### config.mk
export PLATFORM = sky130hd
export DESIGN_NAME = io_segment_framer_crc16
export DESIGN_NICKNAME = d
export VERILOG_FILES = /design/src/design/isf_pkg.sv /design/src/design/isf_front.sv /design/src/design/isf_queue.sv /design/src/design/isf_back.sv /design/src/design/io_segment_framer_crc16.sv
export SDC_FILE = /design/constraint.sdc
export NUM_CORES = 1
export LEC_CHECK = 0
export BUFFER_PORTS_ARGS = -buffer_cell sky130_fd_sc_hd__buf_2
export CAP_MARGIN = 25
export CORE_ASPECT_RATIO = 1.75
export CORE_MARGIN = 4
export CORE_UTILIZATION = 40
export CTS_CLUSTER_DIAMETER = 150
export DETAILED_ROUTE_END_ITERATION = 8
export HOLD_SLACK_MARGIN = 0.02
export PLACE_DENSITY_LB_ADDON = 0.1
export SYNTH_ARGS = -nofsm -noshare
export SYNTH_HDL_FRONTEND = slang
export SYNTH_SLANG_ARGS = --single-unit
export TNS_END_PERCENT = 5
### constraint.sdc
create_clock -name clk -period 3.85 [get_ports clk]
set_input_delay 0.5775 -clock clk [delete_from_list [all_inputs] [get_ports clk]]
set_output_delay 0.5775 -clock clk [all_outputs]
set_load 0.02 [all_outputs]
### src/design/isf_pkg.sv
// Shared types, constants and CRC functions of the segment framer.
package isf_pkg;

    localparam int SEGMENT_WORDS_DEF = 1024;

    localparam int COUNT_W = 14;
    localparam int INDEX_W = 10;
    localparam int WORD_W  = 16;

    localparam logic [1:0] OP_BEGIN = 2'd0;
    localparam logic [1:0] OP_READ  = 2'd1;
    localparam logic [1:0] OP_WRITE = 2'd2;
    localparam logic [1:0] OP_END   = 2'd3;

    localparam logic [WORD_W-1:0] HDR_MARK   = 16'h8000;
    localparam logic [WORD_W-1:0] CRC_INIT   = 16'hFFFF;
    localparam logic [WORD_W-1:0] CRC_POLY   = 16'h1021;
    localparam logic [WORD_W-1:0] CMD_SELECT = 16'h060C;
    localparam logic [WORD_W-1:0] CMD_READ   = 16'h040D;
    localparam logic [WORD_W-1:0] CMD_WRITE  = 16'h060D;

    typedef logic [2:0] kind_t;

    localparam kind_t KIND_BEGIN = 3'd0;
    localparam kind_t KIND_READ  = 3'd1;
    localparam kind_t KIND_WRITE = 3'd2;
    localparam kind_t KIND_END   = 3'd3;
    localparam kind_t KIND_OVF   = 3'd4;

    // One classified command on its way from the front to the back.
    // For an end command, data carries the rewritten header word.
    typedef struct packed {
        kind_t               kind;
        logic [WORD_W-1:0]   addr;
        logic [WORD_W-1:0]   data;
        logic [INDEX_W-1:0]  base;
    } entry_t;

    // CRC-16/CCITT byte table entry, MSB first.
    function automatic logic [WORD_W-1:0] crc_tbl(input logic [7:0] idx);
        logic [WORD_W-1:0] c;
        c = {idx, 8'h00};
        for (int b = 0; b < 8; b++) begin
            if (c[WORD_W-1]) begin
                c = {c[WORD_W-2:0], 1'b0} ^ CRC_POLY;
            end else begin
                c = {c[WORD_W-2:0], 1'b0};
            end
        end
        return c;
    endfunction

    // Fold one 16-bit word into the CRC, high byte first.
    function automatic logic [WORD_W-1:0] crc16_word(input logic [WORD_W-1:0] crc,
                                                     input logic [WORD_W-1:0] w);
        logic [WORD_W-1:0] c1;
        c1 = {crc[7:0], 8'h00} ^ crc_tbl(crc[15:8] ^ w[15:8]);
        return {c1[7:0], 8'h00} ^ crc_tbl(c1[15:8] ^ w[7:0]);
    endfunction

endpackage

### src/design/isf_front.sv
// Command front: accepts items, tracks the payload count and classifies each command.
module isf_front #(
    parameter int SEGMENT_WORDS = isf_pkg::SEGMENT_WORDS_DEF
) (
    input  logic                 clk,
    input  logic                 rst_n,
    input  logic                 cmd_valid,
    output logic                 cmd_stall,
    input  logic [1:0]           opcode,
    input  logic [15:0]          reg_address,
    input  logic [15:0]          write_value,
    input  logic                 q_full,
    output logic                 push,
    output isf_pkg::entry_t      push_entry
);
    import isf_pkg::*;

    // Largest payload count that still leaves room for one more command and the CRC.
    localparam int                 LIMIT_INT = SEGMENT_WORDS - 7;
    localparam logic [COUNT_W:0]   LIMIT     = (COUNT_W+1)'(LIMIT_INT);

    logic [COUNT_W-1:0] count_reg;
    logic [COUNT_W-1:0] count_next;
    logic [COUNT_W-1:0] count_plus1;
    logic               full_seg;

    assign cmd_stall   = q_full;
    assign push        = cmd_valid && !q_full;
    assign count_plus1 = count_reg + COUNT_W'(1);
    assign full_seg    = {1'b0, count_reg} > LIMIT;

    always_comb
    begin
        push_entry.addr = reg_address;
        push_entry.data = write_value;
        push_entry.base = count_reg[INDEX_W-1:0] + INDEX_W'(2);
        push_entry.kind = KIND_BEGIN;
        count_next      = count_reg;
        unique case (opcode)
            OP_BEGIN:
            begin
                push_entry.kind = KIND_BEGIN;
                count_next      = '0;
            end
            OP_READ, OP_WRITE:
            begin
                if (full_seg) begin
                    push_entry.kind = KIND_OVF;
                end else begin
                    push_entry.kind = (opcode == OP_READ) ? KIND_READ : KIND_WRITE;
                    count_next      = count_reg + COUNT_W'(4);
                end
            end
            OP_END:
            begin
                push_entry.kind = KIND_END;
                push_entry.data = HDR_MARK + {{(WORD_W-COUNT_W){1'b0}}, count_plus1};
                count_next      = '0;
            end
        endcase
    end

    always_ff @(posedge clk or negedge rst_n)
    begin
        if (!rst_n) begin
            count_reg <= '0;
        end else if (push) begin
            count_reg <= count_next;
        end
    end

endmodule

### src/design/isf_queue.sv
// Two-entry queue between the command front and the word back.
module isf_queue (
    input  logic                 clk,
    input  logic                 rst_n,
    input  logic                 push,
    input  isf_pkg::entry_t      push_entry,
    output logic                 full,
    input  logic                 pop,
    output logic                 head_valid,
    output isf_pkg::entry_t      head_entry
);
    import isf_pkg::*;

    entry_t     slot_reg [2];
    logic       wr_ptr_reg;
    logic       rd_ptr_reg;
    logic [1:0] fill_reg;
    logic [1:0] fill_next;
    logic       do_pop;

    assign full       = (fill_reg == 2'd2);
    assign head_valid = (fill_reg != 2'd0);
    assign head_entry = slot_reg[rd_ptr_reg];
    assign do_pop     = pop && head_valid;

    always_comb
    begin
        fill_next = fill_reg;
        if (push && !do_pop) begin
            fill_next = fill_reg + 2'd1;
        end else if (do_pop && !push) begin
            fill_next = fill_reg - 2'd1;
        end
    end

    always_ff @(posedge clk or negedge rst_n)
    begin
        if (!rst_n) begin
            wr_ptr_reg <= 1'b0;
            rd_ptr_reg <= 1'b0;
            fill_reg   <= 2'd0;
        end else begin
            fill_reg <= fill_next;
            if (push) begin
                wr_ptr_reg <= !wr_ptr_reg;
            end
            if (do_pop) begin
                rd_ptr_reg <= !rd_ptr_reg;
            end
        end
    end

    always_ff @(posedge clk)
    begin
        if (push) begin
            slot_reg[wr_ptr_reg] <= push_entry;
        end
    end

endmodule

### src/design/isf_back.sv
// Word back: steps through each queued command, emits its words and keeps the CRC.
module isf_back (
    input  logic                 clk,
    input  logic                 rst_n,
    input  logic                 head_valid,
    input  isf_pkg::entry_t      head_entry,
    output logic                 pop,
    output logic                 word_valid,
    input  logic                 word_stall,
    output logic [15:0]          word_value,
    output logic [9:0]           word_index,
    output logic                 overflow,
    output logic                 last_of_run
);
    import isf_pkg::*;

    logic [1:0]          step_reg;
    logic [WORD_W-1:0]   crc_reg;
    logic [WORD_W-1:0]   crc_next;
    logic                valid_reg;
    logic [WORD_W-1:0]   value_reg;
    logic [INDEX_W-1:0]  index_reg;
    logic                ovf_reg;
    logic                last_reg;

    logic [WORD_W-1:0]   value_next;
    logic [INDEX_W-1:0]  index_next;
    logic                ovf_next;
    logic                last_next;
    logic                load;
    logic                is_read;

    assign load    = head_valid && (!valid_reg || !word_stall);
    assign pop     = load && last_next;
    assign is_read = (head_entry.kind == KIND_READ);

    always_comb
    begin
        value_next = '0;
        index_next = '0;
        ovf_next   = 1'b0;
        last_next  = 1'b1;
        crc_next   = crc_reg;
        unique case (head_entry.kind)
            KIND_BEGIN:
            begin
                value_next = step_reg[0] ? '0 : HDR_MARK;
                index_next = {{(INDEX_W-1){1'b0}}, step_reg[0]};
                last_next  = step_reg[0];
                if (step_reg[0]) begin
                    crc_next = CRC_INIT;
                end
            end
            KIND_READ, KIND_WRITE:
            begin
                unique case (step_reg)
                    2'd0: value_next = CMD_SELECT;
                    2'd1: value_next = head_entry.addr;
                    2'd2: value_next = is_read ? CMD_READ : CMD_WRITE;
                    2'd3: value_next = is_read ? '0 : head_entry.data;
                endcase
                index_next = head_entry.base + INDEX_W'(step_reg);
                last_next  = (step_reg == 2'd3);
                crc_next   = crc16_word(crc_reg, value_next);
            end
            KIND_END:
            begin
                value_next = step_reg[0] ? head_entry.data : crc_reg;
                index_next = step_reg[0] ? '0 : head_entry.base;
                last_next  = step_reg[0];
                if (step_reg[0]) begin
                    crc_next = CRC_INIT;
                end
            end
            KIND_OVF:
            begin
                ovf_next = 1'b1;
            end
            default:
            begin
                last_next = 1'b1;
            end
        endcase
    end

    always_ff @(posedge clk or negedge rst_n)
    begin
        if (!rst_n) begin
            step_reg  <= 2'd0;
            crc_reg   <= CRC_INIT;
            valid_reg <= 1'b0;
        end else begin
            if (load) begin
                valid_reg <= 1'b1;
                crc_reg   <= crc_next;
                step_reg  <= last_next ? 2'd0 : step_reg + 2'd1;
            end else if (!word_stall) begin
                valid_reg <= 1'b0;
            end
        end
    end

    always_ff @(posedge clk)
    begin
        if (load) begin
            value_reg <= value_next;
            index_reg <= index_next;
            ovf_reg   <= ovf_next;
            last_reg  <= last_next;
        end
    end

    assign word_valid  = valid_reg;
    assign word_value  = value_reg;
    assign word_index  = index_reg;
    assign overflow    = ovf_reg;
    assign last_of_run = last_reg;

endmodule

### src/design/io_segment_framer_crc16.sv
// Top level of the command segment framer with running CRC-16/CCITT-FALSE.
//
// Usage:
//   The command channel (cmd_valid / cmd_stall) takes one item per unstalled
//   cycle carrying opcode, reg_address and write_value. Begin yields two words,
//   read and write yield four, end yields the CRC word and the rewritten header;
//   a read or write that does not fit in SEGMENT_WORDS yields a single overflow
//   word instead. The word channel (word_valid / word_stall) delivers one segment
//   word per unstalled cycle with its index; last_of_run marks an item's last word.
//
// Timing:
//   When the path is empty, an accepted item passes through the queue slot and
//   then the output register before its first word is on the word ports.
//   The word back emits one word a cycle while word_stall is low. The word
//   back's output rate sets throughput; a two-entry queue lets the front keep
//   accepting items while the back works through earlier ones.
//
// Reset clears the payload count, sets the CRC to 0xFFFF and empties the queue
// and output register. While word_stall is high the output word holds; the
// queue fills and then cmd_stall rises until words drain again.
module io_segment_framer_crc16 #(
    parameter int SEGMENT_WORDS = isf_pkg::SEGMENT_WORDS_DEF
) (
    input  logic        clk,
    input  logic        rst_n,
    input  logic        cmd_valid,
    output logic        cmd_stall,
    input  logic [1:0]  opcode,
    input  logic [15:0] reg_address,
    input  logic [15:0] write_value,
    output logic        word_valid,
    input  logic        word_stall,
    output logic [15:0] word_value,
    output logic [9:0]  word_index,
    output logic        overflow,
    output logic        last_of_run
);
    import isf_pkg::*;

    // Front to queue.
    logic   push;
    entry_t push_entry;
    logic   q_full;

    // Queue to back.
    logic   head_valid;
    entry_t head_entry;
    logic   pop;

    // Classify commands and keep the payload count.
    isf_front #(
        .SEGMENT_WORDS (SEGMENT_WORDS)
    ) u_front (
        .clk         (clk),
        .rst_n       (rst_n),
        .cmd_valid   (cmd_valid),
        .cmd_stall   (cmd_stall),
        .opcode      (opcode),
        .reg_address (reg_address),
        .write_value (write_value),
        .q_full      (q_full),
        .push        (push),
        .push_entry  (push_entry)
    );

    // Decouple the two sides.
    isf_queue u_queue (
        .clk        (clk),
        .rst_n      (rst_n),
        .push       (push),
        .push_entry (push_entry),
        .full       (q_full),
        .pop        (pop),
        .head_valid (head_valid),
        .head_entry (head_entry)
    );

    // Expand each command into words and advance the CRC.
    isf_back u_back (
        .clk         (clk),
        .rst_n       (rst_n),
        .head_valid  (head_valid),
        .head_entry  (head_entry),
        .pop         (pop),
        .word_valid  (word_valid),
        .word_stall  (word_stall),
        .word_value  (word_value),
        .word_index  (word_index),
        .overflow    (overflow),
        .last_of_run (last_of_run)
    );

endmodule

==> flow_metrics.tcl, run 1 <==
set metrics [dict create \
    num-nets-final 697 \
    synth_seq_area_share 0.591 \
    synth-edff-count 114 \
    avgSynthCellArea_sq_um 12.9 \
    num_rows 65 \
    setup_tns_ns 0 \
    largest_reg_flops 86 \
    drive_gt1_frac 0.285 \
    leakage_nw 3.36 \
    core_area_sq_um 18000 \
    vias_per_cell 5.24 \
    grt_setup_unrepaired "false" \
    synth_top_cell_area_share 0.468 \
    area_delta_synth_final_pct 17.7 \
    fmax_mhz 297 \
    floorplan.initialDensity 0.407 \
    synth_area_leader_cell "edfxtp_1" \
    grt_overflow 0 \
    post_cts_buffers 0 \
    htreeDepth 4 \
    final_common_cell "edfxtp_1" \
    synth_area_leaders "edfxtp_1 (47%), dfrtp_1 (6.5%), dfstp_2 (5.8%)" \
    gp_congestion 0.875 \
    post_drt_wl_per_cell_microns 19.2 \
    post_cts_resized 0 \
    worstPathCellList "buf_4 -> mux2_2 -> a221oi_4 -> xnor3_2 -> xnor2_4 -> xnor2_2 -> xnor3_1 -> a311oi_1" \
    io_buffers 67 \
    critical_path.max_stage_delay_ns 0.56 \
    grt_pass1_wl_mm 27.0 \
    ys_ff_latch 149 \
    drv_cap 0 \
    status "complete, no violations" \
    r2r_end "u_back.crc_reg[13]" \
    ys.flop_type "edfxtp_1" \
    slowest_stage "dfrtp_2" \
    layout_common_cells "edfxtp_1 (114), nor2_1 (69), buf_2 (67)" \
    post-route-period-util 0.874 \
    n_antenna_cell 0 \
    r2r_setup_slack_ns 0.48 \
    crit_required_ns 4.18 \
    numCtsBuffers 17 \
    finalCriticalPeriod_ns 3.37 \
    antenna_found_initial 0 \
    die_area_sq_um 20600 \
    cp_data_arrival_time_ns 3.70 \
    firstDrtPassIters 4 \
    synth_nets 616 \
    die_x_microns 110 \
    vias 4698 \
    clkSlewWorstSetupHoldPaths_ns 0.07 \
    clockBufferDepth 2 \
    cts_root_buf "clkbuf_16" \
    ys_warn_count 0 \
    finalNonFillerCells 896 \
    synth_cell_types 65 \
    io_pins 68 \
    critPathKind "reg2reg" \
    r2r_start "u_queue.rd_ptr_reg" \
    wirelength_mm 17.2 \
    dpl.hpwl_mm 12.8 \
    drt_iter0_drc 184 \
    hp-class "in2async" \
    slew_violations 0 \
    cp_max_fo 16 \
    worst_slew_pin_slew_ns 0.925 \
    clock_sinks 149 \
    first_global_vias 4809 \
    clock_skew_ns 0.0123 \
    ys_async_sr_fraction 0.235 \
    p_per_area_nw_per_um2 1020 \
    crit_path_end_kind "register" \
    grtUsageTotal 0.177 \
    cts_tree "done" \
    fp.dieH_microns 187 \
    clk_latency_ns 0.43 \
    dp.cells 864 \
    syn_area_sq_um 7310 \
    postCtsHoldBufs 0 \
    maxSlewHeadroom 0.384 \
    ir_drop_mv 0.434 \
    grt_max_degree 36 \
    hold_violations 0 \
    detail-route-antenna-nets 0 \
    setup_violations 0 \
    ff2ff_path_depth 8 \
    postSynthCellCount 568 \
    drcViolationCount 0 \
    worstSetupStartpointType "register" \
]
[synth_stat cells, types with 4 or more instances]
master	number
edfxtp_1	114
nor2_1	71
a21oi_1	33
mux2_2	32
xnor2_1	29
nand2_1	24
mux2i_1	23
o21ai_0	22
dfrtp_1	19
dfstp_2	16
clkbuf_1	15
inv_1	15
nand3_1	12
xor2_1	12
ha_1	10
nor3_1	10
o22ai_1	8
o32ai_1	8
nor2b_1	7
a22o_1	5
nand4_1	5
a21o_1	4
xnor3_1	4
[kinds of logic after synthesis]
| kind of cell | count (synthesis) | share of synthesized area |
|---|---|---|
| AOI/OAI and AO/OA | 106 | 0.0979 |
| xor gates and xnor gates | 53 | 0.0851 |
| adders and majority gates | 10 | 0.0171 |
| buffers and inverters | 38 | 0.0231 |
| DFF | 149 | 0.591 |
| muxes | 56 | 0.0828 |
| other | 1 | 0.000513 |
| and+or+nand+nor | 155 | 0.103 |
[stage by stage]
step | area (sq um) | worst slack, ns | hold slack (ns) | util | power, mW
global placement | 7980 | 0.549 | 0.468 | 0.444 | 7.02
finish | 8600 | 0.483 | 0.284 | 0.479 | 8.77
detailed placement | 7980 | 0.495 | 0.475 | 0.444 | 7.04
CTS | 8600 | 0.457 | 0.309 | 0.479 | 8.83
global route | 8600 | 0.318 | 0.321 | 0.479 | 9.23
floorplan | 7310 | 0.198 | 0.282 | - | 5.93
[power by group]
group	switching [mW]	internal, mW	leakage (nW)	total [mW]
clock network	0.706	1.06	0.306	1.76
logic	2.42	1.87	1.56	4.29
registers	0.284	2.43	1.50	2.72
[worst max-delay path, delay by kind of cell, from the launching register on]
kind	cells	cell delay, ns
xor+xnor	4	1.34
mux	1	0.40
buf+inv	1	0.34
flops	1	0.56
compound gates	2	0.63
[per-layer routing]
| layer | vias up | global-route usage | share of wire |
|---|---|---|---|
| li1 | 2259 | - | - |
| met1 | 2296 | 0.210 | 0.40 |
| met2 | 113 | 0.299 | 0.53 |
| met3 | 30 | 0.0425 | 0.038 |
| met4 | 0 | 0.0782 | 0.034 |
| met5 | - | 0 | 0 |
[cell type report]
type                       count  area (sq um)
multi-input combinational    381          2840
sequential                   149          4320
clock buffer                  18           439
timing repair buffer          85           470
inverter                      15          56.3
fill                        1632          9370
clock inverter                14           186
tap                          234           293
[how the worst max path moves through the flow]
stage | cells after the start | from | to
after floorplan | 14 | u_back.step_reg[0] | u_back.crc_reg[14]
after global placement | 8 | u_queue.rd_ptr_reg | u_back.crc_reg[13]
after detailed placement | 8 | u_queue.rd_ptr_reg | u_back.crc_reg[13]
after CTS | 8 | u_queue.rd_ptr_reg | u_back.crc_reg[13]
after global routing | 8 | u_queue.rd_ptr_reg | u_back.crc_reg[13]
final | 8 | u_queue.rd_ptr_reg | u_back.crc_reg[13]
Power figures use the tool's default switching activity.
==> run 2, diff against run 1 <==
--- a/config.mk
+++ b/config.mk
@@ -5,15 +5,15 @@
 export SDC_FILE = /design/constraint.sdc
 export NUM_CORES = 1
 export LEC_CHECK = 0
-export BUFFER_PORTS_ARGS = -buffer_cell sky130_fd_sc_hd__buf_2
 export CAP_MARGIN = 25
 export CORE_ASPECT_RATIO = 1.75
-export CORE_MARGIN = 4
 export CORE_UTILIZATION = 40
 export CTS_CLUSTER_DIAMETER = 150
 export DETAILED_ROUTE_END_ITERATION = 8
+export DONT_BUFFER_PORTS = 1
 export HOLD_SLACK_MARGIN = 0.02
 export PLACE_DENSITY_LB_ADDON = 0.1
+export SKIP_CTS_REPAIR_TIMING = 1
 export SYNTH_ARGS = -nofsm -noshare
 export SYNTH_HDL_FRONTEND = slang
 export SYNTH_SLANG_ARGS = --single-unit
==> flow_metrics.tcl, run 2 (synthesized netlist as in run 1, its figures left out) <==
set metrics [dict create \
    power_mw 8.43 \
    firstDrtPassIters 4 \
    finalCriticalPeriod_ns 3.43 \
    core_area_sq_um 18000 \
    critical_path.max_stage_delay_ns 0.51 \
    maxSlewHeadroom 0.489 \
    clkPwrFrac 0.186 \
    setup_violations 0 \
    hp-class "in2reg" \
    slowest_stage "dfrtp_1" \
    clock_skew_ns 0.0126 \
    fmax_mhz 291 \
    io_pins 68 \
    hp-start "reg_address[11]" \
    worstSetupStartpointType "register" \
    cp_max_fo 20 \
    post_drt_wl_per_cell_microns 20.9 \
    vias_per_cell 5.40 \
    critPathLaunch "u_back.step_reg[0]" \
    layout_common_cells "edfxtp_1 (114), nor2_1 (69), a21oi_1 (33)" \
    cp_data_arrival_time_ns 3.80 \
    drive_gt1_frac 0.200 \
    gp_congestion 0.869 \
    io_buffers 0 \
    slew_violations 0 \
    drt_iter0_drc 185 \
    grt_pass1_wl_mm 27.2 \
    worstPathCellList "inv_1 -> buf_4 -> ha_1 -> or2_2 -> a21oi_1 -> o21ai_0 -> xor2_1 -> xnor3_1 -> xnor3_2 -> xnor2_1 -> o21ai_0 -> a21boi_1" \
    status "complete, no violations" \
    setup_tns_ns 0 \
    drv_cap 0 \
    r2r_end "u_back.crc_reg[14]" \
    crit_path_end_kind "register" \
    floorplan.initialDensity 0.407 \
    largest_reg_flops 86 \
    clockBufferDepth 2 \
    ir_drop_mv 0.446 \
    pwr-share-seq 0.351 \
    wirelength_mm 17.3 \
    clock_sinks 149 \
    htreeDepth 4 \
    num_rows 65 \
    n_antenna_cell 0 \
    hold_violations 0 \
    fp.dieH_microns 181 \
    p_int_mw 5.07 \
    hold_slack_ns 0.241 \
    power.switching_mw 3.36 \
    vias 4471 \
    cts_root_buf "clkbuf_16" \
    leakage_nw 3.07 \
    grt_max_degree 44 \
    critPathKind "reg2reg" \
    grt_overflow 0 \
    clkSlewWorstSetupHoldPaths_ns 0.07 \
    area_delta_synth_final_pct 12.5 \
    worstHoldEndpoint "u_queue.slot_reg[0][37]" \
    die_x_microns 104 \
    dpl.hpwl_mm 12.7 \
    first_global_vias 4733 \
    worst_path_most_repeated_cell "o21ai_0" \
    crit_required_ns 4.21 \
    antenna_found_initial 0 \
    grtUsageTotal 0.195 \
    r2r_setup_slack_ns 0.42 \
    ff2ff_path_depth 12 \
    die_area_sq_um 18800 \
    post-route-period-util 0.892 \
    p_per_area_nw_per_um2 1020 \
    cts_tree "done" \
    p_sw_frac 0.399 \
    numCtsBuffers 17 \
    hold_path_depth 0 \
    detail-route-antenna-nets 0 \
    p_comb_frac 0.463 \
    r2r_start "u_back.step_reg[0]" \
    clk_latency_ns 0.43 \
    grt_setup_unrepaired "false" \
    drcViolationCount 0 \
    num-nets-final 629 \
    worst_slew_pin_slew_ns 0.758 \
    final_common_cell "edfxtp_1" \
]
run 2: cell types whose count changed in the layout (fill, tap and decap cells not counted), sizes merged:
| cell | previous run | this run |
|---|---|---|
| dlygate4sd3 | 0 | 1 |
| buf | 85 | 16 |
| clkinv | 3 | 6 |
| bufinv | 3 | 0 |
run 2: worst max-delay path by stage:
stage	end	slack (ns)
finish	u_back.crc_reg[14]	0.42
global route	u_back.crc_reg[14]	0.18
CTS	u_back.crc_reg[14]	0.43
detailed placement	u_back.crc_reg[14]	0.45
global placement	u_back.crc_reg[14]	0.48
floorplan	u_back.crc_reg[14]	0.20
run 2: worst max-delay path, delay by kind of cell (launching register included):
kind / cells / cell delay (ns)
xor gates and xnor gates: 4 / 1.42
AOI/OAI and AO/OA: 4 / 0.52
DFF: 1 / 0.51
buffers and inverters: 2 / 0.32
and+or+nand+nor: 1 / 0.32
adders and majority gates: 1 / 0.25
run 2: per-stage QoR:
stage | instances | instance area, sq um | utilization | setup WS (ns)
finish | 828 | 8220 | 0.458 | 0.416
global route | 828 | 8220 | 0.458 | 0.183
CTS | 826 | 8190 | 0.455 | 0.426
detailed placement | 794 | 7630 | 0.425 | 0.447
global placement | 794 | 7630 | 0.425 | 0.479
floorplan | 568 | 7310 | - | 0.198
run 2: cell type report:
| type | instances | area (sq um) |
|---|---|---|
| clock buffer | 18 | 439 |
| clock inverter | 14 | 116 |
| fill | 1614 | 9750 |
| inverter | 15 | 56.3 |
| multi-input combinational | 381 | 2840 |
| sequential | 149 | 4320 |
| tap | 234 | 293 |
| timing repair buffer | 17 | 163 |
run 2: layer usage:
metal  GRT usage  wire (microns)  vias up
met1       0.221            7000     2202
met5           0               0        -
met3      0.0429             573       35
met2       0.343            9160      108
li1            -               -     2126
met4       0.100             603        0
run 2: power groups by stage:
stage               clock [mW]  combinational, mW  sequential [mW]
floorplan                    0               3.07             2.86
global placement             0               3.87             2.98
detailed placement           0               3.91             2.99
CTS                       1.61               3.93             2.96
global route              1.67               4.21             3.01
finish                    1.57               3.90             2.96
==> run 3, diff against run 2 <==
--- a/config.mk
+++ b/config.mk
@@ -12,7 +12,6 @@
 export DETAILED_ROUTE_END_ITERATION = 8
 export DONT_BUFFER_PORTS = 1
 export HOLD_SLACK_MARGIN = 0.02
-export PLACE_DENSITY_LB_ADDON = 0.1
 export SKIP_CTS_REPAIR_TIMING = 1
 export SYNTH_ARGS = -nofsm -noshare
 export SYNTH_HDL_FRONTEND = slang
==> flow_metrics.tcl, run 3 (synthesized netlist as in run 1, its figures left out) <==
set metrics [dict create \
    status "complete, no violations" \
    n_antenna_cell 0 \
    post-route-period-util 0.887 \
    clockBufferDepth 2 \
    p_comb_frac 0.458 \
    drive_gt1_frac 0.202 \
    die_x_microns 104 \
    drcViolationCount 0 \
    core_area_sq_um 18000 \
    vias 4474 \
    area_delta_synth_final_pct 12.8 \
    crit_path_end_kind "register" \
    die_area_sq_um 18800 \
    grtUsageTotal 0.182 \
    worst_slew_pin_slew_ns 0.776 \
    power.switching_mw 3.34 \
    maxSlewHeadroom 0.477 \
    post_drt_wl_per_cell_microns 19.8 \
    firstDrtPassIters 6 \
    io_buffers 0 \
    num_rows 65 \
    clkPwrFrac 0.193 \
    clk_latency_ns 0.43 \
    ir_drop_mv 0.448 \
    pwr-share-seq 0.349 \
    io_pins 68 \
    numCtsBuffers 17 \
    gp_congestion 0.897 \
    crit_required_ns 4.20 \
    critPathKind "reg2reg" \
    fp.dieH_microns 181 \
    setup_violations 0 \
    wirelength_mm 16.4 \
    largest_reg_flops 86 \
    p_per_area_nw_per_um2 1030 \
    finalCriticalPeriod_ns 3.41 \
    hp-class "in2reg" \
    cts_root_buf "clkbuf_16" \
    dpl.hpwl_mm 12.4 \
    final_common_cell "edfxtp_1" \
    worstSetupStartpointType "register" \
    hold_violations 0 \
    antenna_found_initial 0 \
    final_cell_area_sq_um 8250 \
    vias_per_cell 5.40 \
    first_global_vias 4577 \
    grt_overflow 0 \
    p_int_mw 5.13 \
    clock_sinks 149 \
    cts_tree "done" \
    clkSlewWorstSetupHoldPaths_ns 0.07 \
    drv_cap 0 \
    slew_violations 0 \
    floorplan.initialDensity 0.407 \
    p_sw_frac 0.394 \
    fmax_mhz 293 \
    setup_tns_ns 0 \
    htreeDepth 4 \
    num-nets-final 629 \
    hold_slack_ns 0.242 \
    clock_skew_ns 0.0102 \
    cp_max_fo 8 \
    leakage_nw 3.07 \
    detail-route-antenna-nets 0 \
    cp_data_arrival_time_ns 3.77 \
    grt_max_degree 36 \
    grt_setup_unrepaired "false" \
    layout_common_cells "edfxtp_1 (114), nor2_1 (69), a21oi_1 (33)" \
    drt_iter0_drc 240 \
    placed_cell_area_sq_um 7630 \
    grt_pass1_wl_mm 25.9 \
]
[run 3: path summary, 6_finish.rpt]
check	startpoint	endpoint	slack, ns	cells past startpoint
max	u_back.step_reg[0]	u_back.crc_reg[15]	0.44	12
min	reg_address[10]	u_queue.slot_reg[1][36]	0.24	0
max reg2reg	u_back.step_reg[0]	u_back.crc_reg[15]	0.44	12
min reg2reg	u_back.crc_reg[14]	u_back.crc_reg[14]	0.49	2
max in group asynchronous	rst_n	u_back.crc_reg[11]	2.98	2
min in group asynchronous	rst_n	u_back.word_valid	0.59	2
[run 3: stage by stage]
stage	utilization	setup WS (ns)	power [mW]	std cells
floorplan	-	0.198	5.93	568
detailed placement	0.425	0.478	6.85	794
CTS	0.457	0.467	8.52	826
finish	0.459	0.435	8.47	828
global placement	0.425	0.490	6.81	794
global route	0.459	0.196	8.94	828
[run 3: layout make-up]
| type | instances | area [sq um] |
|---|---|---|
| Timing Repair Buffer | 17 | 155 |
| Tap cell | 234 | 293 |
| Sequential cell | 149 | 4320 |
| Inverter | 15 | 56.3 |
| Fill cell | 1593 | 9730 |
| Multi-Input combinational cell | 381 | 2840 |
| Clock buffer | 17 | 425 |
| Clock inverter | 15 | 161 |
[run 3: power groups by stage]
stage | logic (mW) | registers [mW] | clock network [mW]
finish | 3.88 | 2.95 | 1.63
global route | 4.20 | 3.00 | 1.74
CTS | 3.88 | 2.96 | 1.68
detailed placement | 3.86 | 2.99 | 0
global placement | 3.84 | 2.97 | 0
floorplan | 3.07 | 2.86 | 0
[run 3: worst max-delay path, cell delays in order, from the launching register on]
cell	delay [ns]
dfrtp_1	0.48
inv_1	0.09
ha_1	0.26
buf_4	0.18
nor2b_1	0.15
nand4_1	0.18
a221oi_2	0.41
xor3_2	0.39
xnor2_2	0.28
xnor3_1	0.43
xnor2_1	0.21
o21ai_0	0.10
a21boi_1	0.16
[run 3: metal layers]
metal,GRT usage,share of wire,vias to the layer above
met5,0,0,-
met4,0.107,0.044,0
met3,0.0397,0.038,43
met2,0.316,0.53,132
met1,0.205,0.39,2173
li1,-,-,2126
